--- src/sv/wnf_pkg.sv ---
`timescale 1ns / 1ps
// ----------------------------------------------------------------------------
// wnf_pkg
// Shared constants and types for the weekly alarm next-fire pipeline.
// ----------------------------------------------------------------------------
package wnf_pkg;

    localparam int unsigned SecondsPerDay = 86400;
    localparam int unsigned MsPerSecond   = 1000;
    localparam int unsigned DaysPerWeek   = 7;

    // x / 1000 for 32-bit x: (x * Recip1000) >> Shift1000, exact over full range
    localparam logic [28:0] Recip1000 = 29'd274877907;
    localparam int unsigned Shift1000 = 38;
    // y / 675 for 25-bit y (86400 = 128 * 675)
    localparam logic [25:0] Recip675  = 26'd50903317;
    localparam int unsigned Shift675  = 35;
    // z / 7 for 16-bit z
    localparam logic [16:0] Recip7    = 17'd74899;
    localparam int unsigned Shift7    = 19;

    typedef enum logic [1:0] {
        CFG_START_WEEKDAY = 2'd0,
        CFG_START_SOD     = 2'd1,
        CFG_START_MILLIS  = 2'd2,
        CFG_START_EPOCH   = 2'd3
    } t_cfg_idx;

    typedef struct packed {
        logic [2:0]  weekday;
        logic [16:0] sod;
        logic [31:0] millis;
        logic [31:0] epoch;
    } t_cfg;

    // hand-off from time split to fire calculation
    typedef struct packed {
        logic        valid;
        logic        one_shot;
        logic [31:0] now_ms;
        logic [6:0]  mask;
        logic [31:0] alarm;
        logic [31:0] os_secs;   // alarm - start epoch
        logic [16:0] daytime;
        logic [2:0]  wd;
        logic        passed;
    } t_split;

endpackage

--- src/sv/weekly_alarm_next_fire.sv ---
`timescale 1ns / 1ps
// ----------------------------------------------------------------------------
// weekly_alarm_next_fire
// Next firing time of a weekday-repeating or one-shot alarm, in ms ticks.
// ----------------------------------------------------------------------------
// Usage:
//   Command channel: drive i_now_ms, i_repeat_mask and i_alarm_time with
//   start high; a transaction is taken at every edge where start is high and
//   busy is low. busy is always low: the pipeline takes one transaction per
//   clock cycle, every cycle.
//   Result channel: o_fire_ms is shown for one cycle with o_fire_valid high,
//   once the transaction has passed all ten pipeline registers; results
//   leave in order. The receiver cannot stall, so nothing is ever held back.
//   Config channel: i_cfg_valid/o_cfg_ready with register index and data;
//   o_cfg_ready is always high. Write only while the pipeline is empty.
//   Reset (i_rst_n low, synchronous) clears all valid bits and sets the start
//   reference to weekday 1, second 0, ms 0, epoch 0.
//   Latency is set by the three reciprocal multipliers (ms to s, s to days,
//   days mod 7) and the final seconds-to-ms multiply, each with its own stage.
// ----------------------------------------------------------------------------
module weekly_alarm_next_fire (
    input  logic        i_clk,
    input  logic        i_rst_n,
    // command channel
    input  logic        start,
    output logic        busy,
    input  logic [31:0] i_now_ms,
    input  logic [6:0]  i_repeat_mask,
    input  logic [31:0] i_alarm_time,
    // result channel
    output logic        o_fire_valid,
    output logic [31:0] o_fire_ms,
    // config channel
    input  logic        i_cfg_valid,
    output logic        o_cfg_ready,
    input  logic [1:0]  i_cfg_index,
    input  logic [31:0] i_cfg_data
);
    import wnf_pkg::*;

    t_cfg   w_cfg;
    t_split w_split;
    logic   w_accept;

    // fully pipelined, never stalls
    assign busy        = 1'b0;
    assign o_cfg_ready = 1'b1;
    assign w_accept    = start & ~busy;

    wnf_cfg_regs u_cfg (
        .i_clk       (i_clk),
        .i_rst_n     (i_rst_n),
        .i_cfg_valid (i_cfg_valid & o_cfg_ready),
        .i_cfg_index (i_cfg_index),
        .i_cfg_data  (i_cfg_data),
        .o_cfg       (w_cfg)
    );

    // stages 1-6: time of day and weekday
    wnf_time_split u_split (
        .i_clk         (i_clk),
        .i_rst_n       (i_rst_n),
        .i_valid       (w_accept),
        .i_now_ms      (i_now_ms),
        .i_repeat_mask (i_repeat_mask),
        .i_alarm_time  (i_alarm_time),
        .i_cfg         (w_cfg),
        .o_split       (w_split)
    );

    // stages 7-10: day search and ms conversion
    wnf_fire_calc u_calc (
        .i_clk     (i_clk),
        .i_rst_n   (i_rst_n),
        .i_split   (w_split),
        .i_cfg     (w_cfg),
        .o_valid   (o_fire_valid),
        .o_fire_ms (o_fire_ms)
    );

endmodule

--- src/sv/wnf_cfg_regs.sv ---
`timescale 1ns / 1ps
// ----------------------------------------------------------------------------
// wnf_cfg_regs
// Start-reference register file behind the configuration write channel.
// ----------------------------------------------------------------------------
module wnf_cfg_regs (
    input  logic          i_clk,
    input  logic          i_rst_n,
    input  logic          i_cfg_valid,
    input  logic [1:0]    i_cfg_index,
    input  logic [31:0]   i_cfg_data,
    output wnf_pkg::t_cfg o_cfg
);
    import wnf_pkg::*;

    t_cfg r_cfg;

    always_ff @(posedge i_clk) begin
        if (!i_rst_n) begin
            r_cfg.weekday <= 3'd1;
            r_cfg.sod     <= '0;
            r_cfg.millis  <= '0;
            r_cfg.epoch   <= '0;
        end else if (i_cfg_valid) begin
            unique case (t_cfg_idx'(i_cfg_index))
                CFG_START_WEEKDAY: r_cfg.weekday <= i_cfg_data[2:0];
                CFG_START_SOD:     r_cfg.sod     <= i_cfg_data[16:0];
                CFG_START_MILLIS:  r_cfg.millis  <= i_cfg_data;
                CFG_START_EPOCH:   r_cfg.epoch   <= i_cfg_data;
                default:           r_cfg.epoch   <= r_cfg.epoch;
            endcase
        end
    end

    assign o_cfg = r_cfg;

endmodule

--- src/sv/wnf_time_split.sv ---
`timescale 1ns / 1ps
// ----------------------------------------------------------------------------
// wnf_time_split
// Six stages: elapsed ms, elapsed seconds, seconds total, day count, second
// of day, then the weekday index together with the alarm-passed flag.
// ----------------------------------------------------------------------------
module wnf_time_split (
    input  logic            i_clk,
    input  logic            i_rst_n,
    input  logic            i_valid,
    input  logic [31:0]     i_now_ms,
    input  logic [6:0]      i_repeat_mask,
    input  logic [31:0]     i_alarm_time,
    input  wnf_pkg::t_cfg   i_cfg,
    output wnf_pkg::t_split o_split
);
    import wnf_pkg::*;

    typedef struct packed {
        logic        one_shot;
        logic [31:0] now_ms;
        logic [6:0]  mask;
        logic [31:0] alarm;
        logic [31:0] os_secs;
    } t_carry;

    // valid bits
    logic [4:0] r_v;
    t_carry r_c1, r_c2, r_c3, r_c4, r_c5;

    logic [31:0] r_diff;                       // S1
    logic [22:0] r_esec;                       // S2
    logic [31:0] r_total3;                     // S3
    logic [31:0] r_total4;  logic [15:0] r_days4;  // S4
    logic [15:0] r_days5;   logic [16:0] r_daytime5;
    logic [12:0] r_q7;                         // S5
    t_split      r_out;                        // S6

    logic [60:0] n_prod1;
    logic [50:0] n_prod2;
    logic [32:0] n_dayms;
    logic [32:0] n_prod7;
    logic [15:0] n_q7x7;
    logic [2:0]  n_dmod7;
    logic [2:0]  n_swmod;
    logic [4:0]  n_sum;
    logic [2:0]  n_wd;

    always_comb begin
        n_prod1 = 61'(r_diff) * 61'(Recip1000);
        n_prod2 = 51'(r_total3[31:7]) * 51'(Recip675);
        n_dayms = 33'(r_days4) * 33'(SecondsPerDay);
        n_prod7 = 33'(r_days4) * 33'(Recip7);
        n_q7x7  = 16'(r_q7) * 16'(DaysPerWeek);
        n_dmod7 = 3'(r_days5 - n_q7x7);
        n_swmod = (i_cfg.weekday == 3'(DaysPerWeek)) ? 3'd0 : i_cfg.weekday;
        n_sum   = 5'(n_swmod) + 5'(n_dmod7) + 5'(DaysPerWeek - 1);
        if (n_sum >= 5'(2 * DaysPerWeek)) begin
            n_wd = 3'(n_sum - 5'(2 * DaysPerWeek));
        end else if (n_sum >= 5'(DaysPerWeek)) begin
            n_wd = 3'(n_sum - 5'(DaysPerWeek));
        end else begin
            n_wd = 3'(n_sum);
        end
    end

    always_ff @(posedge i_clk) begin
        if (!i_rst_n) begin
            r_v         <= '0;
            r_out.valid <= 1'b0;
        end else begin
            r_v         <= {r_v[3:0], i_valid};
            r_out.valid <= r_v[4];
        end

        // S1
        r_c1.one_shot <= (i_repeat_mask == 7'd0);
        r_c1.now_ms   <= i_now_ms;
        r_c1.mask     <= i_repeat_mask;
        r_c1.alarm    <= i_alarm_time;
        r_c1.os_secs  <= i_alarm_time - i_cfg.epoch;
        r_diff        <= i_now_ms - i_cfg.millis;
        // S2
        r_c2   <= r_c1;
        r_esec <= 23'(n_prod1 >> Shift1000);
        // S3
        r_c3     <= r_c2;
        r_total3 <= 32'(i_cfg.sod) + 32'(r_esec);
        // S4
        r_c4     <= r_c3;
        r_total4 <= r_total3;
        r_days4  <= 16'(n_prod2 >> Shift675);
        // S5
        r_c5       <= r_c4;
        r_days5    <= r_days4;
        r_daytime5 <= 17'(r_total4 - n_dayms[31:0]);
        r_q7       <= 13'(n_prod7 >> Shift7);
        // S6
        r_out.one_shot <= r_c5.one_shot;
        r_out.now_ms   <= r_c5.now_ms;
        r_out.mask     <= r_c5.mask;
        r_out.alarm    <= r_c5.alarm;
        r_out.os_secs  <= r_c5.os_secs;
        r_out.daytime  <= r_daytime5;
        r_out.wd       <= n_wd;
        r_out.passed   <= (r_c5.alarm < 32'(r_daytime5));
    end

    assign o_split = r_out;

endmodule

--- src/sv/wnf_fire_calc.sv ---
`timescale 1ns / 1ps
// ----------------------------------------------------------------------------
// wnf_fire_calc
// Four stages: day-offset search, offset seconds, scale to ms, final add.
// ----------------------------------------------------------------------------
module wnf_fire_calc (
    input  logic            i_clk,
    input  logic            i_rst_n,
    input  wnf_pkg::t_split i_split,
    input  wnf_pkg::t_cfg   i_cfg,
    output logic            o_valid,
    output logic [31:0]     o_fire_ms
);
    import wnf_pkg::*;

    logic [2:0]  r_v;
    // S7
    logic        r_os7;
    logic [31:0] r_now7, r_ossec7, r_base7;
    logic [3:0]  r_off7;
    // S8
    logic        r_os8;
    logic [31:0] r_now8, r_secs8;
    // one-shot seconds follow the S8 timing
    logic [31:0] r_ossec7_d;
    // S9
    logic [31:0] r_prod9, r_add9;
    // S10
    logic        r_valid;
    logic [31:0] r_fire;

    logic [13:0] n_dbl;
    logic [6:0]  n_rot;
    logic [3:0]  n_off;
    logic [31:0] n_mul_in;
    logic [41:0] n_prod;

    always_comb begin
        n_dbl = {i_split.mask, i_split.mask};
        n_rot = 7'(n_dbl >> i_split.wd);
        n_off = 4'(DaysPerWeek);
        for (int k = 6; k >= 1; k--) begin
            if (n_rot[k]) begin
                n_off = 4'(k);
            end
        end
        if (n_rot[0] && !i_split.passed) begin
            n_off = 4'd0;
        end
        n_mul_in = r_os8 ? r_ossec7_d : r_secs8;
        n_prod   = 42'(n_mul_in) * 42'(MsPerSecond);
    end

    always_ff @(posedge i_clk) begin
        if (!i_rst_n) begin
            r_v     <= '0;
            r_valid <= 1'b0;
        end else begin
            r_v     <= {r_v[1:0], i_split.valid};
            r_valid <= r_v[2];
        end
        // S7
        r_os7    <= i_split.one_shot;
        r_now7   <= i_split.now_ms;
        r_ossec7 <= i_split.os_secs;
        r_base7  <= i_split.alarm - 32'(i_split.daytime);
        r_off7   <= n_off;
        // S8
        r_os8      <= r_os7;
        r_now8     <= r_now7;
        r_ossec7_d <= r_ossec7;
        r_secs8    <= 32'(r_off7) * 32'(SecondsPerDay) + r_base7;
        // S9
        r_prod9 <= n_prod[31:0];
        r_add9  <= r_os8 ? i_cfg.millis : r_now8 + 32'd1;
        // S10
        r_fire <= r_prod9 + r_add9;
    end

    assign o_valid   = r_valid;
    assign o_fire_ms = r_fire;

endmodule
--- config.mk ---
export PLATFORM = sky130hd
export DESIGN_NAME = weekly_alarm_next_fire
export DESIGN_NICKNAME = d
export VERILOG_FILES = /design/src/sv/wnf_pkg.sv /design/src/sv/weekly_alarm_next_fire.sv /design/src/sv/wnf_cfg_regs.sv /design/src/sv/wnf_time_split.sv /design/src/sv/wnf_fire_calc.sv
export SDC_FILE = /design/constraint.sdc
export NUM_CORES = 2
export LEC_CHECK = 0
export BUFFER_PORTS_ARGS = -buffer_cell sky130_fd_sc_hd__buf_2
export CAP_MARGIN = 20
export CORE_MARGIN = 8
export CORE_UTILIZATION = 57
export CTS_CLUSTER_SIZE = 20
export DETAILED_ROUTE_END_ITERATION = 7
export GPL_ROUTABILITY_DRIVEN = 0
export PLACE_DENSITY = 0.83
export SETUP_SLACK_MARGIN = 0.4
export SYNTH_ARGS = -nofsm -noshare
export SYNTH_HDL_FRONTEND = slang
export SYNTH_SLANG_ARGS = --single-unit
--- constraint.sdc ---
create_clock -name i_clk -period 7.6 [get_ports i_clk]
set_clock_uncertainty 0.15 [all_clocks]
set_input_delay 0.38 -clock i_clk [delete_from_list [all_inputs] [get_ports i_clk]]
set_output_delay 0.38 -clock i_clk [all_outputs]
set_load 0.1 [all_outputs]
==> flow_summary.json <==
{
  "syn_inst": 5158,
  "timing.final.ws_setup_ns": 0.283,
  "avgRoutedWirePerCell_um": 19.9,
  "status": "completed",
  "yosys.cell_count.top_type": "dfxtp_1",
  "finalHoldViolCount": 0,
  "grt_pass1_wl_um": 211000,
  "finalCritPeriodShare": 0.963,
  "ys_types": 78,
  "synth_area_leaders": "dfxtp_1 (39%), ha_1 (19%), fa_1 (18%), inv_1 (5.8%), xnor2_1 (2.7%)",
  "hp-class": "in2reg",
  "synth_warnings": 0,
  "dp_hpwl_um": 102000,
  "clk_pin_slew_ns": 0.08,
  "drv_cap": 0,
  "synth-edff-count": 0,
  "critical_path_required_ns": 8.03,
  "post-route-min-period_ns": 7.32,
  "reg2reg_depth": 27,
  "setup_tns_ns": 0,
  "ys_top_cells_by_count": "dfxtp_1 (1120), inv_1 (898), ha_1 (879)",
  "grt_start_max_net_pins": 92,
  "slew_headroom": 0.358,
  "die-area_um2": 112000,
  "fin_util": 0.659,
  "antenna_found_initial": 16,
  "io_buffers": 141,
  "crit_type": "reg2reg",
  "core_region_area_um2": 100000,
  "clock_latency_ns": 0.70,
  "grtUsageTotal": 0.239,
  "viasPerCell": 5.37,
  "overflow": 0,
  "drt-total-wl_um": 140000,
  "clock_sinks": 1120,
  "numCtsBuffers": 103,
  "syn_avg_cell_area_um2": 11.2,
  "vias": 37633,
  "num_io_pins": 144,
  "syn_area_um2": 57700,
  "min_path_cells": 4,
  "final_cells": 7005,
  "htree_levels": 3,
  "synth_area_leader_cell": "dfxtp_1",
  "drc_errors": 0,
  "rows": 116,
  "startpoint_type": "flop",
  "slew_violations": 0,
  "nNetsFinal": 7051,
  "die_w_um": 334,
  "cp.arrival_ns": 7.75,
  "yosys_register_bits": 1120,
  "dieHeight_um": 334,
  "rsz0062_at_grt": "true",
  "ys_seq_area_frac": 0.388,
  "pre_cts_slack_ns": -0.130,
  "start_util": 0.576,
  "dp.cells": 6679,
  "final_antenna_net_count": 0,
  "tritoncts": "yes",
  "drtPass1Iterations": 5,
  "synthesis.nets": 6658,
  "tightest_slew_ns": 0.954,
  "cp-end-kind": "flop",
  "synth_ff_type": "dfxtp_1",
  "grt_pass1_vias": 39937,
  "synth_top_cell_area_share": 0.388,
  "final-setup-viol-count": 0,
  "area_delta_synth_final_pct": 14.4,
  "initialDrtViolationCount": 2479,
  "crit_fanout": 3,
  "async_flop_share": 0,
  "fmax_mhz": 137,
  "clockBufferDepth": 3,
  "root_buffer": "clkbuf_16",
  "drive_gt1_frac": 0.104
}
[through the flow]
step	instance area (um2)	hold slack, ns
floorplan	57700	0.160
global placement	60500	0.159
detailed placement	60500	0.162
CTS	65400	0.121
global route	66000	0.112
finish	66100	0.0994
[worst max-delay path, stage by stage (launching register included)]
cell      delay [ns]
dfxtp_4         0.37
buf_4           0.16
ha_4            0.16
fa_2            0.38
fa_1            0.57
inv_1           0.06
fa_1            0.55
inv_1           0.05
fa_1            0.52
fa_1            0.46
fa_1            0.56
inv_2           0.05
fa_1            0.51
inv_1           0.07
ha_4            0.25
a211oi_2        0.24
o211ai_1        0.22
a21oi_2         0.23
a311oi_2        0.07
buf_4           0.18
o31ai_4         0.31
o22ai_2         0.14
a31oi_2         0.25
buf_4           0.16
o21ai_1         0.08
o21a_1          0.20
nor2_1          0.11
xnor2_1         0.12
[cell type report]
cell class / instances / area [um2]
Antenna cell: 13 / 32.5
Clock buffer: 135 / 2900
Clock inverter: 54 / 614
Fill cell: 6690 / 34200
Inverter: 899 / 3370
Multi-Input combinational cell: 3091 / 32500
Sequential cell: 1120 / 22500
Tap cell: 1357 / 1700
Timing Repair Buffer: 336 / 2490
[worst paths after layout]
kind                                  end                      start  slack [ns]
max            u_split.r_esec[16]$_DFF_P_  u_split.r_diff[6]$_DFF_P_        0.28
min          u_cfg.o_cfg[71]$_SDFFE_PN0P_             i_cfg_index[1]         0.1
max reg2reg    u_split.r_esec[16]$_DFF_P_  u_split.r_diff[6]$_DFF_P_        0.28
min reg2reg      u_split.r_c3[11]$_DFF_P_   u_split.r_c2[11]$_DFF_P_        0.16
[cell families (layout without fill, tap and decap cells)]
logic type                 after synthesis  in the layout  synth area share
and+or+nand+nor                        751            751            0.0597
muxes                                   51             51           0.00962
DFF                                   1120           1120             0.388
other                                    2             15          0.000130
adders and majority gates             1391           1391             0.368
xor gates and xnor gates               255            255            0.0392
AOI/OAI and AO/OA                      641            641            0.0733
buffers and inverters                  947           1424            0.0617
[sequential cells by signal, indices dropped and copies added, names as in the netlist, 32 cells and up]
| register | count |
|---|---|
| u_calc.o_fire_ms | 32 |
| u_calc.r_now8 | 32 |
| u_split.r_c4 | 101 |
| u_split.o_split | 120 |
| u_split.r_diff | 32 |
| u_cfg.o_cfg | 81 |
| u_split.r_c2 | 101 |
| u_split.r_c1 | 101 |
| u_split.r_c3 | 101 |
| u_calc.r_now7 | 32 |
| u_split.r_c5 | 101 |
| u_calc.r_add9 | 32 |
[layout by cell type (no fill, tap or decap), drive strengths merged, types with 29 or more instances in the layout]
cell,instances
dfxtp,1120
inv,907
ha,879
fa,512
nand2,311
buf,231
xnor2,177
nor2,164
a21oi,162
clkbuf,136
o21ai,136
dlygate4sd3,104
a21boi,99
xor2,76
a21o,74
nand3,55
nor3,37
mux2,36
o21a,33
clkinv,32
o21bai,31
and3,29
[layer usage]
metal	GRT usage	share of wire	vias up
met2	0.418	0.49	1432
met4	0.110	0.053	6
met5	0	0.00025	-
met3	0.0482	0.072	458
li1	-	-	17496
met1	0.283	0.39	18241
[timing repair]
action / in CTS / in global routing
hold buffers: 104 / 0
buffers inserted: 3 / 15
hold endpoints to repair: 169 / 0
endpoints found under the setup margin: 21 / 18
cloned: 0 / 0
resized for setup: 64 / 94
pin swaps: 23 / 78
Power is left out: the tool's default activity adds up to more than one toggle a clock period on the data nets, which glitch-free logic cannot reach.
